File: config.mk
export PLATFORM = sky130hd
export DESIGN_NAME = hwb_div
export DESIGN_NICKNAME = d
export VERILOG_FILES = /design/src/design/hwb_div.sv
export SDC_FILE = /design/constraint.sdc
export NUM_CORES = 1
export LEC_CHECK = 0
export ABC_AREA = 1
export BUFFER_PORTS_ARGS = -buffer_cell sky130_fd_sc_hd__buf_2
export CAP_MARGIN = 20
export CORE_MARGIN = 8
export CORE_UTILIZATION = 55
export DETAILED_ROUTE_END_ITERATION = 16
export PLACE_DENSITY = 0.78
export SLEW_MARGIN = 30
export SYNTH_ARGS = -nofsm -noshare
export SYNTH_HDL_FRONTEND = slang
export SYNTH_SLANG_ARGS = --single-unit
File: constraint.sdc
create_clock -name clk -period 2.9 [get_ports clk]
set_input_delay 0.435 -clock clk [delete_from_list [all_inputs] [get_ports clk]]
set_output_delay 0.435 -clock clk [all_outputs]
set_load 0.01 [all_outputs]
File: src/design/hwb_div.sv
// ----------------------------------------------------------------------------
// hwb_div
// Restoring divider, one quotient bit per cycle: 16-bit dividend by 8-bit divisor.
// ----------------------------------------------------------------------------
module hwb_div (
  input  logic        clk,
  input  logic        rst_n,
  input  logic        start,
  input  logic [15:0] dividend,
  input  logic [7:0]  divisor,
  output logic        done,
  output logic [7:0]  quotient
);

  logic [15:0] q_r, q_nxt;
  logic [8:0]  rem_r, rem_nxt;
  logic [7:0]  dvs_r, dvs_nxt;
  logic [4:0]  cnt_r, cnt_nxt;
  logic        busy_r, busy_nxt;
  logic        done_r, done_nxt;
  logic [9:0]  trial;

  always_comb begin
    q_nxt    = q_r;
    rem_nxt  = rem_r;
    dvs_nxt  = dvs_r;
    cnt_nxt  = cnt_r;
    busy_nxt = busy_r;
    done_nxt = 1'b0;
    trial    = {rem_r, q_r[15]} - {2'b00, dvs_r};
    if (start) begin
      q_nxt    = dividend;
      rem_nxt  = '0;
      dvs_nxt  = divisor;
      cnt_nxt  = 5'd0;
      busy_nxt = 1'b1;
    end else if (busy_r) begin
      if (!trial[9]) begin
        rem_nxt = trial[8:0];
        q_nxt   = {q_r[14:0], 1'b1};
      end else begin
        rem_nxt = {rem_r[7:0], q_r[15]};
        q_nxt   = {q_r[14:0], 1'b0};
      end
      cnt_nxt = cnt_r + 5'd1;
      if (cnt_r == 5'd15) begin
        busy_nxt = 1'b0;
        done_nxt = 1'b1;
      end
    end
  end

  always_ff @(posedge clk) begin
    if (!rst_n) begin
      busy_r <= 1'b0;
      done_r <= 1'b0;
      cnt_r  <= '0;
    end else begin
      busy_r <= busy_nxt;
      done_r <= done_nxt;
      cnt_r  <= cnt_nxt;
    end
    q_r   <= q_nxt;
    rem_r <= rem_nxt;
    dvs_r <= dvs_nxt;
  end

  assign done     = done_r;
  assign quotient = q_r[7:0];

endmodule

==> out/qor.txt, run 1 <==
Number of synthesized flops with an enable pin: 24
Final hold viol count: 0
Dpl ws: 0.843 ns
Chip Height: 80.3 microns
Clk_lat worst skew: 0.29 ns
Clock slew at reported path FFs: 0.08 ns
Root Buffer Master: clkbuf_8
Placed insts: 349
DRC: 0
Worst-Margin Slew: 0.604 ns
Post-synth top flop: edfxtp_1
TritonCTS Buffers: 5
Post-CTS setup buffers: 0
Worst setup margin: 0.825 ns
Fin cells: 357
Fmax: 0.482 GHz
Fin crit share: 71.6%
Clock sinks: 40
Final Power: 0.00159 W
Total gr overflow: 0
Kind of end point of the critical path: flop
Largest net degree at the start of global routing: 28
Final Max Slew Viols: 0
Worst path max stage delay: 0.39 ns
PD cells: 629 mW/mm^2
Buf/Inv on CP: 1
Hold Path Class: in -> reg
Setup TNS: 0 ns
Netlist cell types: 30
FF+latch area: 0.00104 sq mm
DR iter-0 viols: 83
Rel. slew slack: 59.7%
Clk_skew: 0.00685 ns
End-of-flow core utilization: 63.3%
RSZ-0062 raised after global routing: false
Pre-Repair DR Iteration Count: 5
Num rows: 23
First-pass GRT wire length: 7780 microns
Seq/Total Area, Yosys: 45.7%
Max clock buf depth: 2
Die Width: 80.3 microns
Crit-path max FO: 11
Worst path cell trace: inv_1, ha_1, nand2_1, nand2_1, a21oi_2, nand4_2, nand2_2, nand2_1, nand3_1, nand2_1
Via count: 1798
Final HPWL DP: 3280 microns
Lkg Pwr: 1.34 nW
PortBufs: 35
CP startpoint kind: flop
WHS Path Cells: 1
Fill cells: 316
Area Growth Syn to Fin: 11.2%
CTS H-Tree Depth: 2
Hold buffers post-CTS: 0
Layout cells sized above 1: 22.1%
Drt wl/cell: 12.6 microns
Syn avg cell area: 8.22 sq um
Run status: complete, no violations
FF-to-FF path depth: 10
Post-Syn Instances: 277
Post-cts resize count: 0
Multi-input logic area: 1000 sq um
Crit path max-delay family: simple AND/OR/NAND/NOR gates
GRT Total Usage: 15.3%
Worst Path Arrival: 2.27 ns
Vias per cell: 5.04
IO Pins: 36
Finish-stage setup viols: 0
Initial antenna violation count: 0
Most used cell, CP: nand2_1
CTS tree: built
Worst Path Class, Setup: reg -> reg
Vias in the first global route: 1812
Die Footprint: 0.00646 sq mm
FF+latch count, synth: 40
ANT cells: 0
Final WL: 4510 microns
Maxcap violations: 0
Placeable Area: 0.00400 sq mm
Tmin final: 2.07 ns
Final GP Congestion: 0.886
Synth async-reset ratio: 0%
Critical Path RT: 3.09 ns
Yosys Warn Count: 0
Crit path depth: 10
Post-route ant nets: 0
Nets@finish: 344
CP max stage cell: nand4_2
Post-synthesis cell area: 0.00228 sq mm
Post-synth net total: 315
Maximum VDD drop: 0.373 mV
Initial Utilization: 56.9%
metrics by stage:
step,hold WS [ns],cell area (sq um)
2_1_floorplan,0.444,2280
3_5_place_dp,0.470,2420
3_3_place_gp,0.467,2420
6_report,0.314,2530
4_1_cts,0.301,2530
5_1_grt,0.292,2530
logic make-up after synthesis:
kind of cell	after synthesis	share of synthesized area (%)
DFF	40	45.7
adders and majority gates	11	6.37
buffers and inverters	51	10.4
xor gates and xnor gates	3	1.15
AOI/OAI and AO/OA	13	3.24
and+or+nand+nor	159	33.1
layer usage:
metal | routed length [microns] | up-vias | global-route usage, % | part of all wire (%)
met5 | 0 | - | 0 | 0
met4 | 117 | 0 | 8.18 | 2.6
met3 | 182 | 8 | 4.24 | 4.0
met2 | 2110 | 38 | 24.2 | 47
met1 | 2100 | 818 | 18.3 | 47
li1 | - | 934 | - | -
state kept, by name, summed over array words and instances (netlist names):
register  flops
busy_r        1
rem_r         9
done          1
q_r          16
dvs_r         8
cnt_r         5
report_power, final:
group          leakage (nW)  internal [W]  switching [W]
clock                0.0552      0.000255       0.000188
combinational         0.913      0.000169       0.000278
sequential            0.372      0.000667      0.0000361
total                  1.34       0.00109       0.000502
worst paths after layout:
kind | startpoint | endpoint | slack (ns)
worst max-delay path | dvs_r[6] | rem_r[0] | 0.83
worst min-delay path | divisor[6] | dvs_r[6] | 0.31
worst max register to register | dvs_r[6] | rem_r[0] | 0.83
worst min register to register | rem_r[7] | rem_r[7] | 0.49
cell usage in the layout (no fill, tap or decap):
cell         n
nor2_1       8
nand4_2      1
nor2_2       1
nand3b_1     3
inv_1       34
nor2_4       2
a21oi_2      1
nand3_2      9
a31oi_1      2
xor2_1       2
fa_1         1
nand3b_2     1
clkinv_2     1
clkbuf_1     1
o21ai_0      3
nand3_4      1
edfxtp_1    24
inv_2        3
nand4_1      1
buf_4        1
a211oi_1     1
and3_1       1
xnor2_1      1
nor3_1       3
bufinv_16    1
buf_2       35
clkbuf_8     5
a21oi_1      6
nand2_1    107
dfxtp_1     16
ha_1        10
nand3_1     15
nand2_2      6
cells in the mapped netlist, types with 2 or more instances:
master / n / area, sq um
nor2_1: 8 / 30.0
nand2_2: 6 / 37.5
nand3_1: 15 / 75.1
a21oi_1: 6 / 30.0
inv_2: 3 / 11.3
buf_4: 8 / 60.1
buf_6: 2 / 22.5
nor3_1: 3 / 15.0
ha_1: 10 / 125
nand3b_1: 3 / 22.5
dfxtp_1: 16 / 320
clkbuf_1: 4 / 15.0
nor2_4: 2 / 22.5
nand2_1: 107 / 402
inv_1: 34 / 128
a31oi_1: 2 / 12.5
o21ai_0: 3 / 15.0
nand3_2: 9 / 90.1
xor2_1: 2 / 17.5
edfxtp_1: 24 / 721
final cells by class:
cell class | count | share of cell area, %
Timing Repair Buffer | 36 | 7.21
Sequential cell | 40 | 41.1
Tap cell | 50 | 2.47
Clock buffer | 6 | 2.87
Inverter | 37 | 5.48
Multi-Input combinational cell | 186 | 39.5
Clock inverter | 2 | 1.38
Power figures use the tool's default switching activity.
==> run 2, diff against run 1 <==
Settings changed: CORE_UTILIZATION 55 to 51, PLACE_DENSITY 0.78 to 0.76.
Clock period 2.9 ns to 1.8 ns, I/O delays scaled along.
==> out/qor.txt, run 2 (synthesis gave the netlist of run 1 again) <==
Worst-Margin Slew: 0.412 ns
Total gr overflow: 0
Chip Height: 82.8 microns
Placed insts: 363
RSZ-0062 raised after global routing: true
Final hold viol count: 0
Critical path origin: rem_r[1]
Fin crit share: 98.6%
Lkg Pwr: 1.40 nW
Pre-Repair DR Iteration Count: 4
Tmin final: 1.77 ns
GRT Total Usage: 13.3%
CTS H-Tree Depth: 2
Drt wl/cell: 13.1 microns
Max FFs per register: 16
Run status: complete, no violations
Hold buffers post-CTS: 0
Clk_lat worst skew: 0.29 ns
Grt peak-use layer: met2
TritonCTS Buffers: 5
Worst setup margin: 0.0250 ns
First-pass GRT wire length: 7870 microns
Placeable Area: 0.00432 sq mm
Clk_skew: 0.00756 ns
Worst Path Arrival: 1.95 ns
Rel. slew slack: 72.5%
Dpl ws: -0.0502 ns
Reg2reg end: rem_r[0]
Grt met1 use: 13.8%
Final HPWL DP: 3480 microns
Clk pwr share: 25.6%
DR iter-0 viols: 89
Crit-path max FO: 5
Most frequent cells in the layout: nand2_1, buf_2, inv_1, edfxtp_1, dfxtp_1
Fmax: 0.563 GHz
Die Width: 82.8 microns
PD cells: 1000 mW/mm^2
Clock slew at reported path FFs: 0.08 ns
Gate power share: 33.0%
Final GP Congestion: 0.892
IO Pins: 36
Max clock buf depth: 2
Die Footprint: 0.00686 sq mm
Internal power: 0.00189 W
PortBufs: 35
Layout cells sized above 1: 30.6%
Post-route ant nets: 0
Top flop regs: q_r: 16 flops, rem_r: 9 flops, dvs_r: 8 flops
Global routing met2 resource utilization: 23.2%
Largest net degree at the start of global routing: 21
Final Max Slew Viols: 0
Maxcap violations: 0
Hold_ws: 0.154 ns
Part of the power in registers: 41.4%
Flop-to-flop setup slack: 0.03 ns
Most common cell after layout, fill and taps aside: nand2_1
CP startpoint kind: flop
Worst r2r src: rem_r[1]
Maximum VDD drop: 0.732 mV
Final WL: 4890 microns
Kind of end point of the critical path: flop
Num rows: 24
FF-to-FF path depth: 12
M3 GR Usage: 4.20%
Area Growth Syn to Fin: 20.9%
Initial antenna violation count: 0
Vias per cell: 5.06
CTS tree: built
Vias in the first global route: 1869
Critical Path RT: 1.98 ns
Hold Path Class: in -> reg
Critical path capture point: rem_r[0]
Fin cells: 372
DRC: 0
Nets@finish: 357
Via count: 1883
ANT cells: 0
Finish-stage setup viols: 0
Sw power: 0.000876 W
Root Buffer Master: clkbuf_8
Switch share: 31.7%
Initial Utilization: 52.7%
Biggest register: q_r
Clock sinks: 40
Worst Path Class, Setup: reg -> reg
-- run 2: cell count changes in the layout (fill, tap and decap cells not counted), moves of 2 or more --
| cell | previous run | this run |
|---|---|---|
| ha_2 | 0 | 2 |
| inv_1 | 34 | 30 |
| inv_2 | 3 | 7 |
| buf_4 | 1 | 12 |
| nand2_4 | 0 | 3 |
| buf_6 | 0 | 2 |
| ha_4 | 0 | 4 |
| nand2_1 | 107 | 104 |
| ha_1 | 10 | 4 |
-- run 2: worst min-delay path by stage --
stage	startpoint	to	slack, ns	cells past startpoint
final	divisor[5]	dvs_r[5]	0.15	1
after global placement	divisor[7]	dvs_r[7]	0.45	1
after CTS	divisor[5]	dvs_r[5]	0.14	1
after global routing	divisor[5]	dvs_r[5]	0.14	1
after detailed placement	divisor[1]	dvs_r[1]	0.45	1
after floorplan	divisor[0]	dvs_r[0]	0.37	0
-- run 2: cell type report --
| type | instances | area, sq um |
|---|---|---|
| multi-input cells | 186 | 1110 |
| flip-flops and latches | 40 | 1040 |
| fillers | 377 | 1570 |
| inverters | 37 | 139 |
| well taps | 52 | 65.1 |
| clock inverters | 2 | 35.0 |
| clock buffers | 6 | 72.6 |
| repair buffers | 49 | 288 |
-- run 2: power by group through the flow --
stage,sequential [W],combinational [W],clock [W]
2_1_floorplan,0.00113,0.000603,0
3_3_place_gp,0.00115,0.000769,0
3_5_place_dp,0.00115,0.000790,0
4_1_cts,0.00113,0.000799,0.000726
5_1_grt,0.00116,0.00101,0.000765
6_report,0.00114,0.000912,0.000706
-- run 2: timing repair --
| item | CTS | global route |
|---|---|---|
| cloned | 0 | 0 |
| resized for setup | 2 | 23 |
| pin swaps | 0 | 8 |
| buffers inserted | 0 | 1 |
| endpoints found under the setup margin | 2 | 9 |
-- run 2: worst max-delay path, stage by stage, from the launching register on --
cell and delay (ns):
dfxtp_1 0.43, ha_4 0.25, nand2_1 0.08, nand2_1 0.06, nand2_1 0.10, nand2_2 0.08
nand2_2 0.13, nand3_4 0.10, nand2_4 0.13, buf_6 0.12, nand3_2 0.05, nand3_1 0.09
nand2_1 0.06
-- run 2: stage by stage --
stage / total power (W) / setup TNS [ns] / util, % / area, sq um
after CTS: 0.00266 / 0 / 60.8 / 2630
after detailed placement: 0.00194 / -0.0600 / 58.2 / 2520
after global placement: 0.00192 / -0.0231 / 58.2 / 2520
after global routing: 0.00293 / -0.795 / 63.7 / 2750
after floorplan: 0.00174 / 0 / - / 2280
final: 0.00276 / 0 / 63.7 / 2750
-- run 2: routing by layer --
metal	part of all wire, %	vias to the layer above
met5	0	-
met4	3.3	0
met3	5.4	18
met2	49	53
met1	42	855
li1	-	957
==> run 3, diff against run 2 <==
Settings changed: CORE_ASPECT_RATIO set to 1.5, CORE_UTILIZATION 51 to 55, PLACE_DENSITY 0.76 to 0.78.
Clock period 1.8 ns to 1.95 ns, I/O delays scaled along.
==> out/qor.txt, run 3 (synthesis gave the netlist of run 1 again) <==
Run status: complete, no violations
Setup TNS: 0 ns
Hold buffers post-CTS: 0
Kind of end point of the critical path: flop
Final Max Slew Viols: 0
Fmax: 0.562 GHz
First-pass GRT wire length: 7530 microns
Clk_skew: 0.00880 ns
Maxcap violations: 0
Final hold viol count: 0
IO Pins: 36
Die Width: 68.5 microns
Area Growth Syn to Fin: 12.0%
Max FFs per register: 16
TritonCTS Buffers: 5
Initial antenna violation count: 0
RSZ-0062 raised after global routing: false
PortBufs: 35
Largest net degree at the start of global routing: 21
DRC: 0
Worst Path Class, Setup: reg -> reg
CTS H-Tree Depth: 2
Nets@finish: 350
Fill cells: 345
Chip Height: 94.8 microns
Vias in the first global route: 1790
Vias per cell: 4.95
Flop-to-flop setup slack: 0.17 ns
Hold Path Class: in -> reg
Clock slew at reported path FFs: 0.07 ns
Root Buffer Master: clkbuf_8
Maximum VDD drop: 0.591 mV
Final GP Congestion: 0.818
Critical path origin: dvs_r[3]
Crit-path max FO: 5
Critical path capture point: rem_r[8]
Biggest register: q_r
Tmin final: 1.78 ns
Most frequent cells in the layout: nand2_1, buf_2, inv_1, edfxtp_1, dfxtp_1
Total gr overflow: 0
Via count: 1773
Clk_lat worst skew: 0.29 ns
Clock sinks: 40
Worst-Margin Slew: 0.431 ns
Lkg Pwr: 1.35 nW
End-of-flow core utilization: 64.4%
FF-to-FF path depth: 13
CP startpoint kind: flop
Drt wl/cell: 12.2 microns
Die Footprint: 0.00650 sq mm
Final HPWL DP: 3410 microns
Finish-stage setup viols: 0
DR iter-0 viols: 112
Reg2reg end: rem_r[8]
Max clock buf depth: 2
GRT Total Usage: 14.8%
Num rows: 28
PD cells: 883 mW/mm^2
Layout cells sized above 1: 24.0%
Rel. slew slack: 71.3%
Final WL: 4370 microns
Critical Path RT: 2.14 ns
Worst Path Arrival: 1.97 ns
Worst r2r src: dvs_r[3]
Top flop regs: q_r: 16 flops, rem_r: 9 flops, dvs_r: 8 flops
Most common cell after layout, fill and taps aside: nand2_1
Initial Utilization: 57.5%
Post-route ant nets: 0
CTS tree: built
Pre-Repair DR Iteration Count: 4
Fin crit share: 91.3%
Placeable Area: 0.00396 sq mm
ANT cells: 0
WHS Path Cells: 1
==> run 3: cell count changes in the layout (fill, tap and decap cells not counted), moves of 2 or more <==
cell,before,now
ha_2,2,0
ha_4,4,0
inv_1,30,34
nand2_4,3,0
inv_2,7,3
buf_4,12,7
ha_1,4,10
buf_6,2,0
nand2_1,104,106
==> run 3: layout make-up <==
type	count	area [sq um]	share of cell area [%]
well taps	45	56.3	2.21
inverters	37	139	5.45
flip-flops and latches	40	1040	40.8
multi-input cells	186	1000	39.4
clock inverters	1	5.00	0.196
repair buffers	42	228	8.93
clock buffers	7	76.3	2.99
==> run 3: repair_timing <==
item | in CTS | in global routing
gates resized for setup | 0 | 2
endpoints found under the setup margin | 0 | 2
buffers inserted | 0 | 0
==> run 3: where the power goes <==
part | total, W | switching [W] | internal [W] | leakage (nW)
logic | 0.000694 | 0.000413 | 0.000281 | 0.938
registers | 0.00104 | 0.0000510 | 0.000992 | 0.372
clock network | 0.000514 | 0.000263 | 0.000251 | 0.0422
total | 0.00225 | 0.000727 | 0.00152 | 1.35
==> run 3: worst min path at each step <==
stage | startpoint | to
finish | divisor[6] | dvs_r[6]
global route | divisor[7] | dvs_r[7]
floorplan | divisor[0] | dvs_r[0]
detailed placement | divisor[4] | dvs_r[4]
global placement | rem_r[2] | rem_r[2]
CTS | divisor[6] | dvs_r[6]
==> run 3: stage by stage <==
| stage | worst slack, ns | instance area [sq um] | std cells | hold slack [ns] | power, W |
|---|---|---|---|---|---|
| detailed placement | 0.0982 | 2460 | 350 | 0.471 | 0.00175 |
| global placement | 0.151 | 2460 | 350 | 0.464 | 0.00174 |
| floorplan | 0.252 | 2280 | 277 | 0.391 | 0.00160 |
| CTS | 0.0903 | 2540 | 358 | 0.166 | 0.00227 |
| global route | 0.00142 | 2550 | 358 | 0.162 | 0.00240 |
| finish | 0.170 | 2550 | 358 | 0.175 | 0.00225 |
==> run 3: critical path, stage by stage (launching register included) <==
cell and delay (ns):
edfxtp_1 0.33, inv_1 0.04, ha_1 0.34, nand2_2 0.14, inv_1 0.05, nand2_1 0.07, nand2_1 0.08, nand2_2 0.10
nand3_2 0.08, nand2_2 0.11, buf_4 0.16, nand3_2 0.06, nand3_1 0.08, nand2_1 0.05
==> run 3: routing by layer <==
metal	global-route usage (%)	wire [microns]	up-vias
met1	15.7	1810	794
met5	0	0	-
met2	25.8	2300	33
li1	-	-	939
met4	7.20	78	0
met3	3.91	184	7
